`config.mk`:
```
export PLATFORM = sky130hd
export DESIGN_NAME = miq_ctrl
export DESIGN_NICKNAME = d
export VERILOG_FILES = /design/src/miq_pkg.sv /design/src/miq_ctrl.sv
export SDC_FILE = /design/constraint.sdc
export NUM_CORES = 1
export LEC_CHECK = 0
export ABC_AREA = 0
export BUFFER_PORTS_ARGS = -buffer_cell sky130_fd_sc_hd__buf_2
export CAP_MARGIN = 5
export CORE_MARGIN = 2
export CORE_UTILIZATION = 48
export CTS_CLUSTER_DIAMETER = 150
export DETAILED_ROUTE_END_ITERATION = 16
export GPL_TIMING_DRIVEN = 0
export HOLD_SLACK_MARGIN = 0.1
export PLACE_DENSITY_LB_ADDON = 0.15
export SYNTH_ARGS = -nofsm -noshare
export SYNTH_HDL_FRONTEND = slang
export SYNTH_SLANG_ARGS = --single-unit
```
`constraint.sdc`:
```
create_clock -name clk -period 5.5 [get_ports clk]
set_input_delay 1.1 -clock clk [delete_from_list [all_inputs] [get_ports clk]]
set_output_delay 1.1 -clock clk [all_outputs]
set_load 0.005 [all_outputs]
```
`src/miq_pkg.sv`:
```
// Shared types, constants and ring arithmetic for the middle-insert queue.
package miq_pkg;

    localparam int CAP    = 256;
    localparam int IDX_W  = $clog2(CAP);
    localparam int CNT_W  = $clog2(CAP + 1);
    localparam int DATA_W = 32;

    localparam logic [1:0] OP_PUSH_TAIL = 2'd0;
    localparam logic [1:0] OP_PUSH_MID  = 2'd1;
    localparam logic [1:0] OP_POP       = 2'd2;
    localparam logic [1:0] OP_NONE      = 2'd3;

    localparam logic [1:0] ST_OK    = 2'd0;
    localparam logic [1:0] ST_EMPTY = 2'd1;
    localparam logic [1:0] ST_FULL  = 2'd2;

    typedef struct packed {
        logic [1:0]               opcode;
        logic signed [DATA_W-1:0] value;
    } item_t;

    typedef struct packed {
        logic signed [DATA_W-1:0] popped_value;
        logic [1:0]               status;
    } result_t;

    // One RAM's request for the current cycle
    typedef struct packed {
        logic              re;
        logic [IDX_W-1:0]  raddr;
        logic              we;
        logic [IDX_W-1:0]  waddr;
        logic [DATA_W-1:0] wdata;
    } ram_req_t;

    // Work left for an item once its reads are issued
    typedef struct packed {
        logic              has_res;
        logic [1:0]        status;
        logic              res_mem;
        logic              fr_we;
        logic [IDX_W-1:0]  fr_waddr;
        logic              fr_from_bk;
        logic              bk_we;
        logic [IDX_W-1:0]  bk_waddr;
        logic [DATA_W-1:0] value;
        logic              fwd_fr;
        logic              fwd_bk;
    } exec_t;

    typedef struct packed {
        logic [CNT_W-1:0] front;
        logic [CNT_W-1:0] back;
    } fill_t;

    function automatic logic [IDX_W-1:0] ring_add(input logic [IDX_W-1:0] head,
                                                  input logic [CNT_W-1:0] off);
        logic [CNT_W:0] sum;
        sum = (CNT_W + 1)'(head) + (CNT_W + 1)'(off);
        if (sum >= (CNT_W + 1)'(CAP))
        begin
            sum = sum - (CNT_W + 1)'(CAP);
        end
        return sum[IDX_W-1:0];
    endfunction

endpackage

```
`src/miq_ctrl.sv`:
```
// Queue control: head and count registers, RAM requests, write-back and forwarding.
module miq_ctrl
    import miq_pkg::*;
(
    input  logic              clk,
    input  logic              rst_n,
    input  logic              item_valid,
    output logic              item_stall,
    input  item_t             item,
    input  logic              res_ready,
    output logic              res_valid,
    output result_t           res,
    output ram_req_t          fr_req,
    output ram_req_t          bk_req,
    input  logic [DATA_W-1:0] fr_rdata,
    input  logic [DATA_W-1:0] bk_rdata,
    output fill_t             fill
);

    logic [IDX_W-1:0]  fh_reg, fh_next, bh_reg, bh_next;
    logic [CNT_W-1:0]  fc_reg, fc_next, bc_reg, bc_next;
    logic              sb_valid_reg, sb_valid_next;
    exec_t             sb_reg, sb_next;
    logic [DATA_W-1:0] fwd_fr_data_reg, fwd_bk_data_reg;

    logic              accept, sb_hold, sb_fire, full;
    logic [CNT_W:0]    total;
    logic              fr_re, bk_re;
    logic [DATA_W-1:0] fr_rd_eff, bk_rd_eff, fr_wdata;

    // Write-back: finish the item whose reads were issued last time
    assign fr_rd_eff = sb_reg.fwd_fr ? fwd_fr_data_reg : fr_rdata;
    assign bk_rd_eff = sb_reg.fwd_bk ? fwd_bk_data_reg : bk_rdata;
    assign fr_wdata  = sb_reg.fr_from_bk ? bk_rd_eff : sb_reg.value;

    assign sb_hold    = sb_valid_reg && sb_reg.has_res && !res_ready;
    assign sb_fire    = sb_valid_reg && !sb_hold;
    assign item_stall = sb_hold;
    assign accept     = item_valid && !sb_hold;

    assign res_valid        = sb_fire && sb_reg.has_res;
    assign res.popped_value = sb_reg.res_mem ? fr_rd_eff : '0;
    assign res.status       = sb_reg.status;

    assign fr_req.re    = fr_re;
    assign fr_req.raddr = fh_reg;
    assign fr_req.we    = sb_fire && sb_reg.fr_we;
    assign fr_req.waddr = sb_reg.fr_waddr;
    assign fr_req.wdata = fr_wdata;

    assign bk_req.re    = bk_re;
    assign bk_req.raddr = bh_reg;
    assign bk_req.we    = sb_fire && sb_reg.bk_we;
    assign bk_req.waddr = sb_reg.bk_waddr;
    assign bk_req.wdata = sb_reg.value;

    assign fill.front = fc_reg;
    assign fill.back  = bc_reg;

    assign total = (CNT_W + 1)'(fc_reg) + (CNT_W + 1)'(bc_reg);
    assign full  = total >= (CNT_W + 1)'(CAP);

    // Issue: decide the moves, update heads and counts, issue reads
    always_comb
    begin
        fh_next = fh_reg;
        bh_next = bh_reg;
        fc_next = fc_reg;
        bc_next = bc_reg;
        fr_re   = 1'b0;
        bk_re   = 1'b0;
        sb_next = '0;
        sb_next.value = item.value;

        case (item.opcode)
            OP_PUSH_TAIL:
            begin
                if (full)
                begin
                    sb_next.has_res = 1'b1;
                    sb_next.status  = ST_FULL;
                end
                else if (fc_reg == bc_reg)
                begin
                    // back grows past front: its head moves to the front tail
                    sb_next.fr_we    = 1'b1;
                    sb_next.fr_waddr = ring_add(fh_reg, fc_reg);
                    fc_next          = fc_reg + 1'b1;
                    if (bc_reg != '0)
                    begin
                        bk_re              = 1'b1;
                        sb_next.fr_from_bk = 1'b1;
                        sb_next.bk_we      = 1'b1;
                        sb_next.bk_waddr   = ring_add(bh_reg, bc_reg);
                        bh_next            = ring_add(bh_reg, CNT_W'(1));
                    end
                end
                else
                begin
                    sb_next.bk_we    = 1'b1;
                    sb_next.bk_waddr = ring_add(bh_reg, bc_reg);
                    bc_next          = bc_reg + 1'b1;
                end
            end
            OP_PUSH_MID:
            begin
                if (full)
                begin
                    sb_next.has_res = 1'b1;
                    sb_next.status  = ST_FULL;
                end
                else if (fc_reg != bc_reg)
                begin
                    // front would be two ahead: the new value goes straight to the back head
                    sb_next.bk_we    = 1'b1;
                    sb_next.bk_waddr = ring_add(bh_reg, CNT_W'(CAP - 1));
                    bh_next          = ring_add(bh_reg, CNT_W'(CAP - 1));
                    bc_next          = bc_reg + 1'b1;
                end
                else
                begin
                    sb_next.fr_we    = 1'b1;
                    sb_next.fr_waddr = ring_add(fh_reg, fc_reg);
                    fc_next          = fc_reg + 1'b1;
                end
            end
            OP_POP:
            begin
                sb_next.has_res = 1'b1;
                if (fc_reg == '0)
                begin
                    sb_next.status = ST_EMPTY;
                end
                else
                begin
                    fr_re           = 1'b1;
                    sb_next.res_mem = 1'b1;
                    sb_next.status  = ST_OK;
                    fh_next         = ring_add(fh_reg, CNT_W'(1));
                    if (fc_reg == bc_reg)
                    begin
                        bk_re              = 1'b1;
                        sb_next.fr_we      = 1'b1;
                        sb_next.fr_waddr   = ring_add(fh_reg, fc_reg);
                        sb_next.fr_from_bk = 1'b1;
                        bh_next            = ring_add(bh_reg, CNT_W'(1));
                        bc_next            = bc_reg - 1'b1;
                    end
                    else
                    begin
                        fc_next = fc_reg - 1'b1;
                    end
                end
            end
            OP_NONE:
            begin
            end
            default:
            begin
            end
        endcase

        if (!accept)
        begin
            fh_next = fh_reg;
            bh_next = bh_reg;
            fc_next = fc_reg;
            bc_next = bc_reg;
            fr_re   = 1'b0;
            bk_re   = 1'b0;
        end

        // a read of an entry written this very cycle takes the write data instead
        sb_next.fwd_fr = fr_re && fr_req.we && (fr_req.waddr == fh_reg);
        sb_next.fwd_bk = bk_re && bk_req.we && (bk_req.waddr == bh_reg);
    end

    assign sb_valid_next = accept || sb_hold;

    always_ff @(posedge clk or negedge rst_n)
    begin
        if (!rst_n)
        begin
            fh_reg       <= '0;
            bh_reg       <= '0;
            fc_reg       <= '0;
            bc_reg       <= '0;
            sb_valid_reg <= 1'b0;
        end
        else
        begin
            fh_reg       <= fh_next;
            bh_reg       <= bh_next;
            fc_reg       <= fc_next;
            bc_reg       <= bc_next;
            sb_valid_reg <= sb_valid_next;
        end
    end

    always_ff @(posedge clk)
    begin
        if (accept)
        begin
            sb_reg          <= sb_next;
            fwd_fr_data_reg <= fr_wdata;
            fwd_bk_data_reg <= sb_reg.value;
        end
    end

endmodule

```
==> results_tabular.tex <==
\begin{tabular}{lr}
\hline
Metric & Value \\
\hline
\multicolumn{2}{l}{\textbf{Timing}} \\
Maximum frequency from static timing analysis & 0.215 GHz \\
Final hold violation count & 0 \\
Final worst clock skew & 0.0111 ns \\
Slew at the pin with the worst max-slew slack & 0.861 ns \\
Crit path setup slack, layout & 0.859 ns \\
Worst hold slack across all endpoints & 0.477 ns \\
Max-slew headroom at the worst pin & 0.426 \\
\# setup viols final & 0 \\
Final critical delay including setup and external delays & 4.64 ns \\
RSZ-0062 raised after global routing & false \\
Final clock period utilization by the worst path & 0.844 \\
Pins over their slew limit & 0 \\
Aggregate negative setup slack & 0 ns \\
\multicolumn{2}{l}{\textbf{Power and ir drop}} \\
Pwr per Cell Area & 461 nW/um2 \\
Leakage Power & 4.93 nW \\
Final Power & 5.04 mW \\
VDD IR max & 0.384 mV \\
\multicolumn{2}{l}{\textbf{Layout}} \\
Finished layout cell area & 10900 um2 \\
Number of flip-flops in the largest register & 40 \\
Antenna Cells & 0 \\
Layout cells sized above 1 & 0.355 \\
Synthesis-to-finish area growth & 24.6\% \\
Number of nets in the final layout & 1183 \\
\multicolumn{2}{l}{\textbf{Floorplan}} \\
Area of the core & 18000 um2 \\
Initial core utilization & 0.489 \\
Number of core rows & 49 \\
Boundary pin count & 256 \\
Total Die Area & 19400 um2 \\
Horizontal die dimension & 139 um \\
DIE HEIGHT & 139 um \\
\multicolumn{2}{l}{\textbf{Synth}} \\
Synth top area share & 0.414 \\
Sequential element share of the synthesized area & 0.514 \\
Largest cells by area after synthesis & edfxtp\_1 41\%, dfrtp\_1 10\%, mux2i\_1 7.8\%, ha\_1 6.3\%, buf\_4 4.4\% \\
Yosys top cell by area & edfxtp\_1 \\
Async SR Flop Fraction & 0.224 \\
Top post-synthesis cells by count & 121 x edfxtp\_1, 74 x nor2\_1, 68 x mux2i\_1 \\
EDFF count, synth & 121 \\
Distinct cells, synth & 53 \\
Syn Std Cell Area & 8780 um2 \\
Predominant post-synthesis flop cell & edfxtp\_1 \\
Count leader, synth & edfxtp\_1 \\
Cell count after synthesis & 758 \\
Average instance area after synthesis & 11.6 um2 \\
Flops \& latches, synth & 156 \\
Ys Warns & 0 \\
Synth Net Count & 908 \\
\multicolumn{2}{l}{\textbf{Route}} \\
Routed wirelength normalized by instance count & 16.8 um \\
Violation count after the first detailed-route iteration & 339 \\
Number of routed nets with antenna violations & 0 \\
Drt pass-1 iters & 5 \\
Routed length on met2 & 10.8 mm \\
Post-route DRC violation count & 0 \\
Met1 wire length & 8.95 mm \\
Max layer used & met4 \\
Post-Route WL & 21.5 mm \\
Number of vias per cell after detailed routing & 5.10 \\
Routed wl met3 & 1.35 mm \\
Total via count in the routed design & 6508 \\
\multicolumn{2}{l}{\textbf{Place}} \\
HPWL after detailed placement & 16.6 mm \\
DP Area & 10400 um2 \\
PortBufs & 255 \\
GP Congestion & 0.872 \\
Setup slack at placement & 0.777 ns \\
\multicolumn{2}{l}{\textbf{Critical path}} \\
Worst flop-to-flop path endpoint & fr\_req[34] \\
Data arrival, critical path & 3.54 ns \\
Setup crit start kind & input pin \\
Critical Path End & bk\_req[49] \\
Endpoint required time on the critical path & 4.40 ns \\
Startpoint of the most critical setup path & item[32] \\
Register-to-Register Path Depth & 10 \\
Start of the worst register-to-register path & bc\_reg[1] \\
Critical Path End Type & output pin \\
Highest net fanout along the worst path & 15 \\
R2R Setup Slk & 2.76 ns \\
Critical path class & in -> out \\
\multicolumn{2}{l}{\textbf{Flow run}} \\
Number of maximum-capacitance constraint violations & 0 \\
\multicolumn{2}{l}{\textbf{Clock network}} \\
CTS Sinks & 156 \\
Clock latency at the later pin of the worst-skew pair & 0.43 ns \\
Number of hold buffers added after CTS & 0 \\
Root buf cell & clkbuf\_16 \\
Post-CTS clock slew at the launch and capture registers of the worst setup and hold paths & 0.06 ns \\
Post-CTS Resized & 0 \\
Number of buffers inserted by post-CTS setup repair & 0 \\
TritonCTS clock tree & built \\
Total CTS buffers & 17 \\
Total number of H-tree levels & 4 \\
Max Root-Sink Buffers & 2 \\
\multicolumn{2}{l}{\textbf{GRT}} \\
Largest net degree at the start of global routing & 71 \\
Number of antenna violations at the first check in global routing & 0 \\
Total routing usage reported by global routing & 0.219 \\
Sum of overflow across all layers after global routing & 0 \\
First-pass GRT wire length & 33.1 mm \\
Via count of the first global-routing pass & 6066 \\
\multicolumn{2}{l}{\textbf{Worst hold path}} \\
Worst Hold Path Cells & 0 \\
Class of the worst hold path & reg -> reg \\
\multicolumn{2}{l}{\textbf{Status}} \\
Status & completed \\
\hline
\end{tabular}
[critical path: stages]
cell and delay, ns:
buf_2 0.13, inv_1 0.08, ha_1 0.55, clkbuf_1 0.36, inv_1 0.21, a31oi_1 0.45
a31oi_1 0.11, nor2_1 0.28, buf_4 0.16, buf_2 0.10
[worst min-delay path by stage]
| stage | to | start |
|---|---|---|
| floorplan | fwd_bk_data_reg[30] | bk_req[30] |
| global placement | fwd_bk_data_reg[14] | bk_req[14] |
| detailed placement | fwd_bk_data_reg[1] | bk_req[1] |
| CTS | fwd_bk_data_reg[1] | bk_req[1] |
| global route | fwd_bk_data_reg[1] | bk_req[1] |
| finish | fwd_bk_data_reg[18] | bk_req[18] |
[placed cells by master (no fill, tap or decap), types with 8 or more instances in the layout]
| cell | n |
|---|---|
| buf_2 | 260 |
| nor3_1 | 14 |
| edfxtp_1 | 121 |
| xor2_1 | 25 |
| mux2i_1 | 68 |
| nand3_1 | 9 |
| dfrtp_1 | 35 |
| mux2_2 | 10 |
| nor4_1 | 8 |
| a21oi_1 | 46 |
| clkbuf_1 | 17 |
| buf_4 | 52 |
| inv_1 | 22 |
| ha_1 | 44 |
| nand2_1 | 27 |
| nor2_1 | 74 |
| clkbuf_16 | 17 |
| o21ai_0 | 19 |
| xnor2_1 | 41 |
| nor2b_1 | 40 |
[logic make-up after synthesis]
kind of cell    after synthesis  share of synthesized area
xor+xnor                     66                     0.0658
flops                       156                      0.514
fa+ha+maj                    48                     0.0718
mux                          78                     0.0903
compound gates              104                     0.0740
buf+inv                     103                     0.0695
simple gates                203                      0.115
[power by group]
group          switching (mW)  total [mW]  internal, mW
combinational            1.06        2.07          1.01
sequential              0.286        1.84          1.56
clock                   0.495        1.13         0.634
[metal layers]
metal / vias to the layer above / track usage
li1: 3212 / -
met3: 24 / 0.0533
met5: - / 0
met2: 196 / 0.378
met1: 3076 / 0.274
met4: 0 / 0.0617
[layout make-up]
cell class	instances	area, um2
flip-flops and latches	156	4510
well taps	229	287
multi-input cells	499	3660
repair buffers	256	1300
fillers	1514	7030
inverters	22	82.6
clock inverters	13	131
plain buffers	81	528
clock buffers	19	433
[through the flow]
| step | instances | utilization |
|---|---|---|
| floorplan | 758 | - |
| global placement | 1242 | 0.576 |
| detailed placement | 1243 | 0.577 |
| CTS | 1275 | 0.609 |
| global route | 1275 | 0.609 |
| finish | 1275 | 0.609 |
(Power assumes the default switching activity.)
